[src/rtl/core/hdum_pkg.sv]
// ----------------------------------------------------------------------------
// hdum_pkg
// shared constants and types for the hid descriptor usage matcher
// ----------------------------------------------------------------------------
package hdum_pkg;

    // item prefix layout
    localparam logic [7:0] PREFIX_TAG_MASK  = 8'hFC;
    localparam logic [7:0] PREFIX_SIZE_MASK = 8'h03;

    // short item tags, prefix with size bits cleared
    localparam logic [7:0] TAG_USAGE_PAGE = 8'h04;
    localparam logic [7:0] TAG_USAGE      = 8'h08;
    localparam logic [7:0] TAG_COLLECTION = 8'hA0;

    // size code of a four byte item
    localparam logic [1:0] SIZE_CODE_FOUR = 2'd3;

    localparam int unsigned BYTE_W    = 8;
    localparam int unsigned USAGE_W   = 16;
    localparam int unsigned LEFT_W    = 3;
    localparam int unsigned POS_W     = 2;
    localparam int unsigned TAG_W     = 6;
    localparam int unsigned APB_ADDR_W = 3;
    localparam int unsigned APB_DATA_W = 32;

    // configuration register index, from paddr[2]
    typedef enum logic {
        REG_TARGET_PAGE  = 1'b0,
        REG_TARGET_USAGE = 1'b1
    } cfg_reg_t;

endpackage

[src/rtl/core/hid_descriptor_usage_matcher_unit.sv]
// ----------------------------------------------------------------------------
// hid_descriptor_usage_matcher_unit
// parses a hid report descriptor stream and flags a target page/usage collection
// ----------------------------------------------------------------------------
// usage:
//   s_ channel: one descriptor byte per beat in s_tdata, s_tlast marks the
//   last byte of a descriptor. m_ channel: one beat per descriptor, given
//   for the last byte only, m_tdata[0] set when a collection item was seen
//   while the current usage page and pending usage equaled the targets.
//   targets are written over the apb port (target_page at 0x0, target_usage
//   at 0x4); the user writes them only while no descriptor byte is in flight
//   to the result, which the block itself does not enforce.
// throughput: one beat per cycle in while s_tready is high; a byte is parsed
//   in the cycle it is taken, and the result beat shows on m_ in the cycle
//   after the last byte is accepted.
// reset and stall:
//   aresetn clears parse state, targets and the output valid. while a result
//   waits on m_tready, s_tready follows m_tready, so a byte is still taken
//   in the same cycle the waiting result leaves.
// ----------------------------------------------------------------------------
module hid_descriptor_usage_matcher_unit (
    input  logic                                aclk,
    input  logic                                aresetn,
    // input stream
    input  logic                                s_tvalid,
    output logic                                s_tready,
    input  logic [7:0]                          s_tdata,   // [7:0] desc_byte
    input  logic                                s_tlast,   // is_final
    // result stream
    output logic                                m_tvalid,
    input  logic                                m_tready,
    output logic [7:0]                          m_tdata,   // [0] matched, [7:1] zero
    // configuration
    input  logic                                psel,
    input  logic                                penable,
    input  logic                                pwrite,
    input  logic [hdum_pkg::APB_ADDR_W-1:0]     paddr,
    input  logic [hdum_pkg::APB_DATA_W-1:0]     pwdata,
    output logic [hdum_pkg::APB_DATA_W-1:0]     prdata,
    output logic                                pready
);

    // configuration registers
    logic [hdum_pkg::USAGE_W-1:0] target_page_reg;
    logic [hdum_pkg::USAGE_W-1:0] target_usage_reg;
    hdum_pkg::cfg_reg_t           cfg_sel;
    logic                         cfg_wr;

    // parse state; page and usage keep only the low 16 bits plus a flag that
    // is set when seen and the upper bits are zero (wider values never match)
    logic [hdum_pkg::LEFT_W-1:0]  bytes_left_reg,  bytes_left_next;
    logic [hdum_pkg::TAG_W-1:0]   item_tag_reg,    item_tag_next;
    logic [hdum_pkg::POS_W-1:0]   byte_pos_reg,    byte_pos_next;
    logic [hdum_pkg::USAGE_W-1:0] item_lo_reg,     item_lo_next;
    logic                         item_hi_nz_reg,  item_hi_nz_next;
    logic [hdum_pkg::USAGE_W-1:0] page_lo_reg,     page_lo_next;
    logic                         page_ok_reg,     page_ok_next;
    logic [hdum_pkg::USAGE_W-1:0] usage_lo_reg,    usage_lo_next;
    logic                         usage_ok_reg,    usage_ok_next;
    logic                         found_reg,       found_next;

    // output register
    logic                         m_tvalid_reg,    m_tvalid_next;
    logic                         matched_reg,     matched_next;

    logic                         s_accept;

    // item completion
    logic                         apply_en;
    logic [7:0]                   apply_tag;
    logic [hdum_pkg::USAGE_W-1:0] apply_lo;
    logic                         apply_hi_nz;
    logic [7:0]                   prefix_tag;
    logic [1:0]                   len_code;
    logic [hdum_pkg::LEFT_W-1:0]  left_dec;

    // ------------------------------------------------------------------
    // apb port
    // ------------------------------------------------------------------
    assign pready  = 1'b1;
    assign cfg_sel = hdum_pkg::cfg_reg_t'(paddr[2]);
    assign cfg_wr  = psel & penable & pwrite & pready;

    always_ff @(posedge aclk) begin
        if (!aresetn) begin
            target_page_reg  <= '0;
            target_usage_reg <= '0;
        end else if (cfg_wr) begin
            unique case (cfg_sel)
                hdum_pkg::REG_TARGET_PAGE:  target_page_reg  <= pwdata[hdum_pkg::USAGE_W-1:0];
                hdum_pkg::REG_TARGET_USAGE: target_usage_reg <= pwdata[hdum_pkg::USAGE_W-1:0];
                default: ;
            endcase
        end
    end

    always_comb begin
        unique case (cfg_sel)
            hdum_pkg::REG_TARGET_PAGE:
                prdata = {{(hdum_pkg::APB_DATA_W-hdum_pkg::USAGE_W){1'b0}}, target_page_reg};
            hdum_pkg::REG_TARGET_USAGE:
                prdata = {{(hdum_pkg::APB_DATA_W-hdum_pkg::USAGE_W){1'b0}}, target_usage_reg};
            default: prdata = '0;
        endcase
    end

    // ------------------------------------------------------------------
    // stream handshake: take a byte whenever the output slot is free or
    // being emptied this cycle
    // ------------------------------------------------------------------
    assign s_tready = ~m_tvalid_reg | m_tready;
    assign s_accept = s_tvalid & s_tready;
    assign m_tvalid = m_tvalid_reg;
    assign m_tdata  = {7'd0, matched_reg};

    assign prefix_tag = s_tdata & hdum_pkg::PREFIX_TAG_MASK;
    assign len_code   = s_tdata[1:0] & hdum_pkg::PREFIX_SIZE_MASK[1:0];
    assign left_dec   = bytes_left_reg - 1'b1;

    // ------------------------------------------------------------------
    // per-byte parse
    // ------------------------------------------------------------------
    always_comb begin
        bytes_left_next = bytes_left_reg;
        item_tag_next   = item_tag_reg;
        byte_pos_next   = byte_pos_reg;
        item_lo_next    = item_lo_reg;
        item_hi_nz_next = item_hi_nz_reg;
        page_lo_next    = page_lo_reg;
        page_ok_next    = page_ok_reg;
        usage_lo_next   = usage_lo_reg;
        usage_ok_next   = usage_ok_reg;
        found_next      = found_reg;
        m_tvalid_next   = m_tvalid_reg & ~m_tready;
        matched_next    = matched_reg;
        apply_en        = 1'b0;
        apply_tag       = prefix_tag;
        apply_lo        = '0;
        apply_hi_nz     = 1'b0;

        if (s_accept) begin
            if (bytes_left_reg == '0) begin
                // prefix byte
                item_tag_next   = s_tdata[7:2];
                byte_pos_next   = '0;
                item_lo_next    = '0;
                item_hi_nz_next = 1'b0;
                if (len_code == 2'd0) begin
                    apply_en = 1'b1;
                end else if (len_code == hdum_pkg::SIZE_CODE_FOUR) begin
                    bytes_left_next = 3'd4;
                end else begin
                    bytes_left_next = {1'b0, len_code};
                end
            end else begin
                // data byte, little-endian
                case (byte_pos_reg)
                    2'd0:    item_lo_next[7:0]  = s_tdata;
                    2'd1:    item_lo_next[15:8] = s_tdata;
                    default: item_hi_nz_next    = item_hi_nz_reg | (s_tdata != 8'd0);
                endcase
                byte_pos_next   = byte_pos_reg + 1'b1;
                bytes_left_next = left_dec;
                apply_tag       = {item_tag_reg, 2'b00};
                apply_lo        = item_lo_next;
                apply_hi_nz     = item_hi_nz_next;
                apply_en        = (left_dec == '0);
            end

            if (apply_en) begin
                case (apply_tag)
                    hdum_pkg::TAG_USAGE_PAGE: begin
                        page_lo_next = apply_lo;
                        page_ok_next = ~apply_hi_nz;
                    end
                    hdum_pkg::TAG_USAGE: begin
                        usage_lo_next = apply_lo;
                        usage_ok_next = ~apply_hi_nz;
                    end
                    hdum_pkg::TAG_COLLECTION: begin
                        if (page_ok_reg && usage_ok_reg &&
                            page_lo_reg == target_page_reg &&
                            usage_lo_reg == target_usage_reg) begin
                            found_next = 1'b1;
                        end
                    end
                    default: ;
                endcase
            end

            // last byte: report and start a fresh descriptor
            if (s_tlast) begin
                m_tvalid_next   = 1'b1;
                matched_next    = found_next;
                bytes_left_next = '0;
                item_tag_next   = '0;
                byte_pos_next   = '0;
                item_lo_next    = '0;
                item_hi_nz_next = 1'b0;
                page_lo_next    = '0;
                page_ok_next    = 1'b0;
                usage_lo_next   = '0;
                usage_ok_next   = 1'b0;
                found_next      = 1'b0;
            end
        end
    end

    always_ff @(posedge aclk) begin
        if (!aresetn) begin
            bytes_left_reg <= '0;
            item_tag_reg   <= '0;
            byte_pos_reg   <= '0;
            item_lo_reg    <= '0;
            item_hi_nz_reg <= 1'b0;
            page_lo_reg    <= '0;
            page_ok_reg    <= 1'b0;
            usage_lo_reg   <= '0;
            usage_ok_reg   <= 1'b0;
            found_reg      <= 1'b0;
            m_tvalid_reg   <= 1'b0;
        end else begin
            bytes_left_reg <= bytes_left_next;
            item_tag_reg   <= item_tag_next;
            byte_pos_reg   <= byte_pos_next;
            item_lo_reg    <= item_lo_next;
            item_hi_nz_reg <= item_hi_nz_next;
            page_lo_reg    <= page_lo_next;
            page_ok_reg    <= page_ok_next;
            usage_lo_reg   <= usage_lo_next;
            usage_ok_reg   <= usage_ok_next;
            found_reg      <= found_next;
            m_tvalid_reg   <= m_tvalid_next;
        end
    end

    // result payload
    always_ff @(posedge aclk) begin
        matched_reg <= matched_next;
    end

endmodule

[config.mk]
export PLATFORM = sky130hd
export DESIGN_NAME = hid_descriptor_usage_matcher_unit
export DESIGN_NICKNAME = d
export VERILOG_FILES = /design/src/rtl/core/hdum_pkg.sv /design/src/rtl/core/hid_descriptor_usage_matcher_unit.sv
export SDC_FILE = /design/constraint.sdc
export NUM_CORES = 1
export LEC_CHECK = 0
export BUFFER_PORTS_ARGS = -buffer_cell sky130_fd_sc_hd__buf_4
export CAP_MARGIN = 40
export CORE_ASPECT_RATIO = 1.4
export CORE_UTILIZATION = 35
export CTS_CLUSTER_SIZE = 16
export DETAILED_ROUTE_END_ITERATION = 10
export PLACE_DENSITY = 0.61
export SYNTH_ARGS = -nofsm -noshare
export SYNTH_HDL_FRONTEND = slang
export SYNTH_SLANG_ARGS = --single-unit
[constraint.sdc]
create_clock -name aclk -period 1.97 [get_ports aclk]
set_input_delay 0.0985 -clock aclk [delete_from_list [all_inputs] [get_ports aclk]]
set_output_delay 0.0985 -clock aclk [all_outputs]
set_load 0.01 [all_outputs]
# Word-level counts from Yosys, hierarchy flattened
# Index checks and enable logic that the tools add are counted.
[totals] reg_bits=97 word_cells=94 in_bits=51 out_inout_bits=43
[classes] n_addsub=2 bitwise=10 eq_ne=8 n_mux=40 reduce_logical=20
[ops] op="$mux W16" n=8
[ops] op="$pmux W32 S2" n=1
[ops] op="$eq A16 B16 Y1" n=2
[ops] op="$mux W8" n=4
[ops] op="$mux W1" n=19
[ops] op="$mux W3" n=4
[ops] op="$mux W6" n=2
[ops] op="$reduce_and A2 Y1" n=5
[ops] op="$eq A8 B3 Y1 const B" n=1
[ops] op="$eq A8 B4 Y1 const B" n=1
[ops] op="$eq A8 B8 Y1 const B" n=1
[ops] op="$reduce_bool A2 Y1" n=4
[ops] op="$reduce_bool A8 Y1" n=1
[ops] op="$logic_not A3 Y1" n=2
[ops] op="$reduce_and A3 Y1" n=2
[ops] op="$and A1 B1 Y1" n=4
[ops] op="$logic_not A2 Y1" n=2
[ops] op="$mux W2" n=2
[ops] op="$not A1 Y1" n=4
[ops] op="$logic_and A1 B1 Y1" n=3
[ops] op="$ne A3 B3 Y1 const B" n=1
[ops] op="$sub A3 B1 Y3 const B" n=1
[ops] op="$add A2 B1 Y2 const B" n=1
[ops] op="$eq A2 B1 Y1 const B" n=1
[ops] op="other kinds (3)" n=4

# Logic depth before layout (Yosys ltp)
# Gate-level depths: netlist of the first run.
[logic_depth] word_depth=9 depth_mapped=10 depth_no_buf=8

# Least setup slack after synthesis of the first run
# No wires, ideal clock.
[synth_path] path_kind="reg-to-reg" start="reg bytes_left_reg[0] (netlist name)" end="reg page_lo_reg[10] (netlist name)" setup_slack_ns=0.015 synth_period_minus_slack_ns=1.955 path_stages_with_launch=10 setup_time_ns=0.117 n_path_buf=1 t_arrival_ns=1.839 required_ns=1.853 path_cell_list="dfxtp_1 -> inv_1 -> ha_1 -> ha_1 -> nor3_1 -> nor4b_4 -> o221a_4 -> buf_2 -> nand3b_1 -> a21boi_1"
[synth_via] elab_chain_cells=6 elab_cells_between_ends=15 cone_classes="add/sub (1); eq/ne (1); mux (8); reduce/logical (5)"
[synth_rtl] item="start, declared" line="hid_descriptor_usage_matcher_unit.sv:51" rtl="logic [hdum_pkg::LEFT_W-1:0] bytes_left_reg, bytes_left_next;"
[synth_rtl] item="start signal, assigned" line="hid_descriptor_usage_matcher_unit.sv:223" rtl="bytes_left_reg <= bytes_left_next;"
[synth_rtl] item="$sub A3 B1 Y3 or $logic_not A3 Y1 (tied branches)" line="hid_descriptor_usage_matcher_unit.sv:118, hid_descriptor_usage_matcher_unit.sv:142"
[synth_rtl] item="$logic_not A3 Y1 or $mux W8 (tied branches)" line="hid_descriptor_usage_matcher_unit.sv:167, hid_descriptor_usage_matcher_unit.sv:142"
[synth_rtl] item="$mux W1 or $mux W8 (tied branches)" line="hid_descriptor_usage_matcher_unit.sv:142, hid_descriptor_usage_matcher_unit.sv:141"
[synth_rtl] item="$mux W1 or $eq A8 B3 Y1 (tied branches)" line="hid_descriptor_usage_matcher_unit.sv:141, hid_descriptor_usage_matcher_unit.sv:171"
[synth_rtl] item="$reduce_bool A2 Y1 (no line)"
[synth_rtl] item="$reduce_and A3 Y1 (no line)"
[synth_rtl] item="end signal, assigned" line="hid_descriptor_usage_matcher_unit.sv:228" rtl="page_lo_reg <= page_lo_next;"
[synth_rtl] item="end, declared" line="hid_descriptor_usage_matcher_unit.sv:56" rtl="logic [hdum_pkg::USAGE_W-1:0] page_lo_reg, page_lo_next;"
# Several ways; a longest one is shown, not always the timed one. The select of a mux whose other input is x is not followed.
# A chain may end at the register's enable or synchronous reset.

# Worst setup path after layout of the first run
[layout_path] start="reg bytes_left_reg[0] (netlist name)" end="reg page_lo_reg[5] (netlist name)"
# The elaborated chain is that of the path after synthesis.

==> run summary, run 1 <==
status = finished clean
via count = 4067
Worst Path Required = 2210 ps
core area = 14000 um^2
P&R area growth vs syn = 20.7%
# port buffers = 51
final setup fails = 0
Most Frequent Cell on Critical Path = ha_4
Finished Cell Area = 6110 um^2
Reg-to-Reg Start = bytes_left_reg[0]
first-pass GRT wire length = 21000 um
GR Overflow Total = 0
Starting Density = 36.1%
Worst EP arrival = 2190 ps
final worst clock skew = 6.45 ps
R2R setup slack = 20 ps
Reg clk slew, reported paths = 70 ps
row count = 51
CTS tree = done
layout net count = 692
gr usage total = 18.1%
sequential share of the synthesized area = 38.6%
Async SR Flop Fraction = 0%
Hold Path Depth = 3
max_cap viols = 0
Placer Congestion = 0.748
DRC viols = 0
min-delay worst type = input port to flop
Fmax achieved = 513 MHz
Max-slew headroom = 50.8%
Final Cycle Share = 99.0%
reg-to-reg endpoint = page_lo_reg[5]
DR iter-0 viols = 147
H-tree depth = 3
width of the chip = 104 um
mean post-synth cell area = 8.59 um^2
die height = 144 um
Final WS setup = 20.2 ps
Reg2Reg Depth = 10
critical path's slowest cell = dfxtp_2
Clock Sinks = 97
CP top delay family = adder cells
area post-placement = 5570 um^2
final wirelength = 12900 um
dpl hpwl = 8960 um
WL per Instance = 15.6 um
Total Power = 0.00426 W
ANT cells = 0
largest net degree at the start of global routing = 52
HP Start = pwdata[9]
count of buffer and inverter cells on the critical path = 3
pre-CTS setup slack = -112 ps
top_reg_cell synth = dfxtp_1
Routed Antenna Nets = 0
Peak VDD IR = 0.000512 V
slowest stage delay, CP = 330 ps
post-synth cell types = 48
crit end category = flop
crit path max fanout = 19
number of antenna violations at the first check in global routing = 0
measured slew at the worst slew-check pin = 737 ps
PwrDens = 697 nW/um^2
number of flops mapped to enable cells by yosys = 1
YS warnings = 0
Slew Limit Fails = 0
Die ar. = 15000 um^2
TritonRoute pass-1 iters = 4
CP cell instances = inv_2 -> ha_4 -> ha_4 -> nand2_4 -> nor4b_4 -> buf_4 -> o221a_4 -> buf_12 -> nand3b_1 -> a21boi_1
final-report hold violation count = 0
fin crit period = 1950 ps
vias in the first global route = 4022
Cells after Synth = 589
Netlist Area Pre-Place = 5060 um^2
WS Path Type = flop to flop
later-pin clock latency in the skew report = 350 ps
CP Launch Type = flop
WHS Endpoint = target_page_reg[9]
RSZ-0062 raised after global routing = yes
Yosys reg bits = 97
vias per cell = 4.92
CTS Buf Count = 9
CTS Root Buffer Type = clkbuf_16
Clock Path Buffers = 2
leak pwr = 2.26 nW
Boundary Pins = 94
share of layout cells above drive strength 1 = 25.0%
layout make-up:
class | count | area, um^2
clock inverters | 6 | 41.3
well taps | 185 | 231
repair buffers | 76 | 694
clock buffers | 10 | 239
flip-flops and latches | 97 | 1950
fillers | 1398 | 7930
multi-input cells | 443 | 2910
inverters | 9 | 33.8
logic make-up after synthesis:
family,count (synthesis),synth area share (%)
xor gates and xnor gates,33,5.71
DFF,97,38.6
buffers and inverters,71,8.48
AOI/OAI and AO/OA,109,17.0
other,2,0.148
adders and majority gates,5,1.24
and+or+nand+nor,240,22.1
muxes,32,6.72
worst register-to-register path: stages, from the launching register on:
cell and delay [ps]:
dfxtp_2 330, inv_2 50, ha_4 160, ha_4 270
nand2_4 50, nor4b_4 240, buf_4 170, o221a_4 220
buf_12 150, nand3b_1 120, a21boi_1 80
cells in the mapped netlist, types with 2 or more instances:
cell type / number / area, um^2
nand2_1: 137 / 514
dfxtp_1: 96 / 1920
a21boi_0: 54 / 405
xnor2_1: 33 / 289
nor2_1: 26 / 97.6
buf_4: 25 / 188
clkbuf_1: 22 / 82.6
nand3_1: 22 / 110
a21boi_1: 20 / 150
nand3b_1: 17 / 128
mux2_2: 16 / 180
mux2i_1: 16 / 160
nand4_1: 11 / 68.8
a21boi_2: 10 / 113
inv_1: 9 / 33.8
nor2b_1: 8 / 50.1
a21oi_1: 6 / 30.0
a22oi_1: 6 / 45.0
buf_2: 6 / 30.0
buf_6: 6 / 67.6
ha_1: 5 / 62.6
nor3_1: 4 / 20.0
nand2b_1: 3 / 18.8
o21ai_0: 3 / 15.0
buf_1: 2 / 7.51
conb_1: 2 / 7.51
nand2_2: 2 / 12.5
o211a_1: 2 / 20.0
where the power goes:
group | internal (W) | switching (W) | total, W
Clock | 0.000895 | 0.000777 | 0.00167
Combinational | 0.000246 | 0.000315 | 0.000561
Sequential | 0.00200 | 0.0000279 | 0.00203
Total | 0.00314 | 0.00112 | 0.00426
through the flow:
stage	cells	hold slack, ps	setup TNS [ps]	utilization (%)
2_1_floorplan	611	233	0	-
4_1_cts	825	2.93	-8.27	42.8
3_5_place_dp	804	375	-3320	39.7
5_1_grt	826	16.1	-584	43.5
6_report	826	8.89	0	43.5
3_3_place_gp	804	364	-1930	39.7
worst max-delay path by stage:
stage | start | end | slack (ps) | depth (start not counted)
floorplan | bytes_left_reg[0] | page_lo_reg[10] | 10 | 9
global placement | bytes_left_reg[0] | page_lo_reg[4] | -70 | 9
detailed placement | bytes_left_reg[0] | page_lo_reg[5] | -110 | 9
CTS | bytes_left_reg[0] | page_lo_reg[5] | -8 | 10
global route | bytes_left_reg[0] | page_lo_reg[4] | -60 | 10
finish | bytes_left_reg[0] | page_lo_reg[5] | 20 | 10
timing repair:
action | CTS | global route
gates cloned | 2 | 1
pin swaps | 2 | 13
hold buffers | 0 | 0
setup buffers | 3 | 0
gates resized for setup | 20 | 31
endpoints found under the setup margin | 55 | 35
routing by layer:
metal	vias to the layer above	share of wire, %	GRT usage (%)
met5	-	0	0
met4	0	1.3	7.55
met3	9	3.1	2.48
met2	90	52	32.9
met1	1935	43	21.4
li1	2033	-	-
cell usage in the layout, fill, tap and decap left out, types with 5 or more instances in the layout:
| cell type | count |
|---|---|
| nand4_1 | 11 |
| nand3b_1 | 17 |
| dfxtp_1 | 94 |
| nor2_2 | 5 |
| xnor2_1 | 33 |
| clkbuf_16 | 10 |
| nand2_2 | 14 |
| buf_4 | 67 |
| a22oi_1 | 6 |
| nor2b_1 | 8 |
| mux2i_1 | 16 |
| conb_1 | 24 |
| nand2_1 | 122 |
| buf_12 | 5 |
| a21oi_1 | 6 |
| a21boi_0 | 47 |
| inv_1 | 7 |
| nor2_1 | 21 |
| mux2_2 | 16 |
| a21boi_2 | 13 |
| a21boi_1 | 24 |
| nand3_1 | 22 |
Note: power is estimated with default switching activity, not from simulation.
==> run 2: changes to the inputs <==
- ABC_AREA: default -> 1
- CTS_CLUSTER_SIZE: 16 -> default
- TNS_END_PERCENT: default -> 1
==> run summary, run 2 <==
Max-slew headroom = 52.3%
failing checks = negative hold slack
WS Path Type = flop to flop
min-delay worst type = input port to flop
Clock Sinks = 97
Reg2Reg Depth = 12
CTS Buf Count = 9
sequential share of the synthesized area = 39.1%
post-synth cell types = 34
Netlist Area Pre-Place = 5000 um^2
# port buffers = 51
Reg clk slew, reported paths = 70 ps
Die ar. = 14800 um^2
Starting Density = 35.9%
mean post-synth cell area = 6.82 um^2
YS warnings = 0
Worst Path Required = 2180 ps
Post-synth top cells = 175 x nand2_1, 96 x dfxtp_1, 79 x inv_1
via count = 4731
Boundary Pins = 94
Final WS setup = 66.0 ps
crit end category = flop
leak pwr = 2.62 nW
synth top area cells = dfxtp_1 38%, nand2_1 13%, a21oi_1 7.6%, o21ai_0 6.9%, inv_1 5.9%
first-pass GRT wire length = 21100 um
Clock Path Buffers = 2
dpl cells = 961
share of layout cells above drive strength 1 = 19.1%
Synth top area share = 38.5%
vias per cell = 4.75
TritonRoute pass-1 iters = 4
CTS Root Buffer Type = clkbuf_16
DRC viols = 0
Most Frequent Cell on Critical Path = ha_4
Yosys top cell by area = dfxtp_1
R2R setup slack = 70 ps
Peak VDD IR = 0.000334 V
commonest non-fill, non-tap cell in the layout = nand2_1
WL per Instance = 13.7 um
critical path's slowest cell = dfxtp_2
Routed Antenna Nets = 0
fin crit period = 1900 ps
P&R area growth vs syn = 25.3%
final core occ = 45.0%
CP Depth = 12
final setup fails = 0
Total Power = 0.00472 W
top_reg_cell synth = dfxtp_1
fin cells = 997
CTS tree = done
crit path capture = usage_lo_reg[0]
pre-CTS setup slack = -21.4 ps
final worst clock skew = 7.49 ps
Reg-to-Reg Start = bytes_left_reg[0]
CP cell instances = inv_2 -> ha_4 -> ha_4 -> inv_4 -> buf_4 -> o21ai_4 -> nand2_2 -> nor2_4 -> nand2_8 -> buf_12 -> nand3_1 -> a21oi_2
measured slew at the worst slew-check pin = 715 ps
layout net count = 863
RSZ-0062 raised after global routing = yes
worst hold slack = -3.91 ps
largest net degree at the start of global routing = 44
DR iter-0 viols = 200
later-pin clock latency in the skew report = 350 ps
ANT cells = 0
Worst EP arrival = 2120 ps
vias in the first global route = 4288
row count = 51
CP Launch Type = flop
core area = 13900 um^2
die height = 143 um
width of the chip = 103 um
slowest stage delay, CP = 320 ps
count of buffer and inverter cells on the critical path = 4
FILL cells = 1453
reg-to-reg endpoint = usage_lo_reg[0]
gr usage total = 18.7%
crit path from = bytes_left_reg[0]
H-tree depth = 3
final wirelength = 13600 um
number of flops mapped to enable cells by yosys = 1
Yosys reg bits = 97
Fmax achieved = 525 MHz
PwrDens = 753 nW/um^2
count leader, synth = nand2_1
dpl hpwl = 9510 um
GR Overflow Total = 0
Async SR Flop Fraction = 0%
status = finished with violations
most frequent cells in the layout = 173 x nand2_1, 95 x dfxtp_1, 78 x buf_4
final-report hold violation count = 1
max_cap viols = 0
crit path max fanout = 9
TNS Setup = 0 ps
Cells after Synth = 733
CP top delay family = simple AND/OR/NAND/NOR gates
number of antenna violations at the first check in global routing = 0
Final Cycle Share = 96.7%
Slew Limit Fails = 0
Placer Congestion = 0.830
==> run 2: changes by cell type after synthesis, moves of 36 or more <==
cell / delta
nand2_1: +38
a21oi_1: +70
o21ai_0: +66
a21boi_0: -54
inv_1: +70
nor2_1: +36
==> run 2: how the worst min path moves through the flow <==
stage,start,endpoint,slack [ps],cells past startpoint
2_1_floorplan,pwdata[5],target_usage_reg[5],230,2
3_3_place_gp,pwdata[2],target_usage_reg[2],330,3
3_5_place_dp,pwdata[4],target_page_reg[4],340,3
4_1_cts,pwdata[1],target_usage_reg[1],0.7,3
5_1_grt,pwdata[1],target_usage_reg[1],4,3
6_report,pwdata[1],target_usage_reg[1],-4,3
==> run 2: final cells by class <==
| cell class | count | area (um^2) | share of cell area [%] |
|---|---|---|---|
| clock buffers | 11 | 243 | 3.88 |
| clock inverters | 5 | 53.8 | 0.859 |
| inverters | 84 | 322 | 5.13 |
| multi-input cells | 517 | 2610 | 41.7 |
| flip-flops and latches | 97 | 1950 | 31.2 |
| well taps | 185 | 231 | 3.70 |
| repair buffers | 98 | 850 | 13.6 |
==> run 2: timing repair <==
action                                  in CTS  in global routing
endpoints found under the hold margin       13                  0
hold buffers                                10                  0
endpoints found under the setup margin      30                 51
cloned                                       0                  5
pin swaps                                    3                 11
setup buffers                                0                  5
resized for setup                            7                 26
==> run 2: per-stage QoR <==
step	hold slack, ps	cell area [um^2]
2_1_floorplan	233	5080
3_3_place_gp	333	5590
3_5_place_dp	338	5590
4_1_cts	0.726	6030
5_1_grt	4.19	6260
6_report	-3.91	6260
==> run 2: tightest hold or removal path: stages <==
cell	delay, ps
buf_4	80
nor2_1	40
nor2_1	90
==> run 2: logic make-up after synthesis <==
kind of cell / Yosys count / share of synthesized area [%]
and+or+nand+nor: 300 / 25.0
xor gates and xnor gates: 12 / 2.10
buffers and inverters: 143 / 13.2
other: 2 / 0.150
adders and majority gates: 5 / 1.25
DFF: 97 / 39.1
AOI/OAI and AO/OA: 174 / 19.2
==> run 2: metal layers <==
layer  track usage, %  vias up  wire, um
li1                 -     2446         -
met1             22.4     2139      5890
met2             32.8      127      6910
met3             2.72       19       478
met4             7.71        0       337
met5                0        -         0
==> run 2: power breakdown <==
part / internal, W / switching [W] / leakage [nW]
combinational: 0.000351 / 0.000506 / 1.68
clock: 0.00102 / 0.000767 / 0.150
sequential: 0.00203 / 0.0000427 / 0.790
==> run 3: changes to the inputs <==
- CORE_ASPECT_RATIO: 1.4 -> default
- CTS_CLUSTER_SIZE: default -> 12
==> run summary, run 3 (synthesis results as in run 2) <==
Boundary Pins = 94
Slew Limit Fails = 0
width of the chip = 121 um
DR WL met3 = 641 um
HP Start = s_tdata[4]
fin crit period = 1890 ps
DR iter-0 viols = 283
final worst clock skew = 9.19 ps
largest net degree at the start of global routing = 54
WHS Endpoint = item_tag_reg[2]
Worst Path Required = 2210 ps
CTS Root Buffer Type = clkbuf_16
CTS Buf Count = 9
final wirelength = 12900 um
Max-slew headroom = 54.9%
ANT cells = 0
share of layout cells above drive strength 1 = 18.7%
wl on met1 = 6270 um
die height = 121 um
R2R setup slack = 80 ps
RSZ-0062 raised after global routing = yes
vias in the first global route = 4057
first-pass GRT wire length = 20500 um
PwrDens = 745 nW/um^2
final core occ = 44.7%
most frequent cells in the layout = 171 x nand2_1, 94 x dfxtp_1, 77 x inv_1, 77 x buf_4, 73 x a21oi_1
CTS tree = done
CP cell instances = inv_2 -> ha_4 -> ha_4 -> buf_4 -> nand2_2 -> nand2_2 -> nor2_1 -> nand3_1 -> inv_2 -> nand2_8 -> clkbuf_16 -> nand3_1 -> a21oi_2
Starting Density = 36.0%
core area = 13900 um^2
Final Cycle Share = 95.9%
# port buffers = 51
Placer Congestion = 0.781
vias per cell = 4.66
reg-to-reg endpoint = page_lo_reg[8]
CP Launch Type = flop
Total Power = 0.00462 W
min-delay worst type = input port to flop
Reg clk slew, reported paths = 70 ps
Reg2Reg Depth = 13
gr usage total = 18.2%
Clock Path Buffers = 2
measured slew at the worst slew-check pin = 676 ps
max_cap viols = 0
H-tree depth = 3
crit path max fanout = 8
Reg-to-Reg Start = bytes_left_reg[0]
number of antenna violations at the first check in global routing = 0
later-pin clock latency in the skew report = 350 ps
dpl hpwl = 9070 um
crit path from = bytes_left_reg[0]
TritonRoute pass-1 iters = 5
GR Overflow Total = 0
Worst EP arrival = 2130 ps
status = finished clean
leak pwr = 2.58 nW
WL per Instance = 13.1 um
Peak VDD IR = 0.000512 V
Routed Antenna Nets = 0
final setup fails = 0
DRC viols = 0
Clock Sinks = 97
commonest non-fill, non-tap cell in the layout = nand2_1
WS Path Type = flop to flop
row count = 43
slowest stage delay, CP = 330 ps
P&R area growth vs syn = 24.2%
final-report hold violation count = 0
layout net count = 859
crit end category = flop
Hold Path Depth = 3
via count = 4602
WL met2 = 5870 um
critical path's slowest cell = dfxtp_2
top sig layer = met4
Fmax achieved = 529 MHz
Die ar. = 14800 um^2
[run 3: changes by cell type in the layout (fill, tap and decap cells not counted), moves of 2 or more]
cell,before,now
nand2_1,173,171
buf_6,3,1
a21oi_1,70,73
a21oi_2,18,15
nand3_2,2,5
nand3_1,43,40
[run 3: final cells by class]
class	instances	area, um^2
flip-flops and latches	97	1950
repair buffers	94	790
clock inverters	5	57.6
multi-input cells	517	2630
inverters	84	315
clock buffers	10	229
well taps	180	225
fillers	1443	7680
[run 3: repair_timing]
action                                  in CTS  in global routing
buffers inserted                             0                  3
cloned                                       0                  4
hold endpoints to repair                    14                  0
hold buffers                                11                  0
pin swaps                                    0                 11
endpoints found under the setup margin      12                 45
resized for setup                            2                 30
[run 3: layer usage]
layer,vias up,GRT usage [%]
met2,98,28.2
met3,15,4.28
li1,2446,-
met1,2043,25.1
met4,0,4.40
met5,-,0
[run 3: worst max-delay path: cells and delay by family (launching register included)]
family / cells / cell delay, ps
DFF: 1 / 330
adders and majority gates: 2 / 320
and+or+nand+nor: 6 / 510
AOI/OAI and AO/OA: 1 / 60
buffers and inverters: 4 / 550
[run 3: how the worst max path moves through the flow]
stage                                 end  slack [ps]  depth (start not counted)
after floorplan           page_lo_reg[10]          40                         12
after global placement       usage_ok_reg          40                         13
after detailed placement     usage_ok_reg          20                         13
after CTS                 usage_lo_reg[0]        -0.8                         13
after global routing       page_lo_reg[8]         -30                         13
final                      page_lo_reg[8]          80                         13
[run 3: per-stage QoR]
stage	instances	hold slack [ps]	setup TNS, ps	setup slack (ps)	area [um^2]
2_1_floorplan	755	233	0	41.2	5080
3_3_place_gp	954	333	0	40.2	5580
3_5_place_dp	954	339	0	15.8	5580
4_1_cts	980	5.84	-0.788	-0.788	6000
5_1_grt	987	11.0	-360	-25.7	6200
6_report	987	12.0	0	80.1	6200
[run 3: power breakdown]
| part | total [W] | switching, W | internal, W |
|---|---|---|---|
| combinational | 0.000803 | 0.000482 | 0.000321 |
| sequential | 0.00208 | 0.0000447 | 0.00203 |
| clock | 0.00174 | 0.000761 | 0.000980 |
| total | 0.00462 | 0.00129 | 0.00333 |
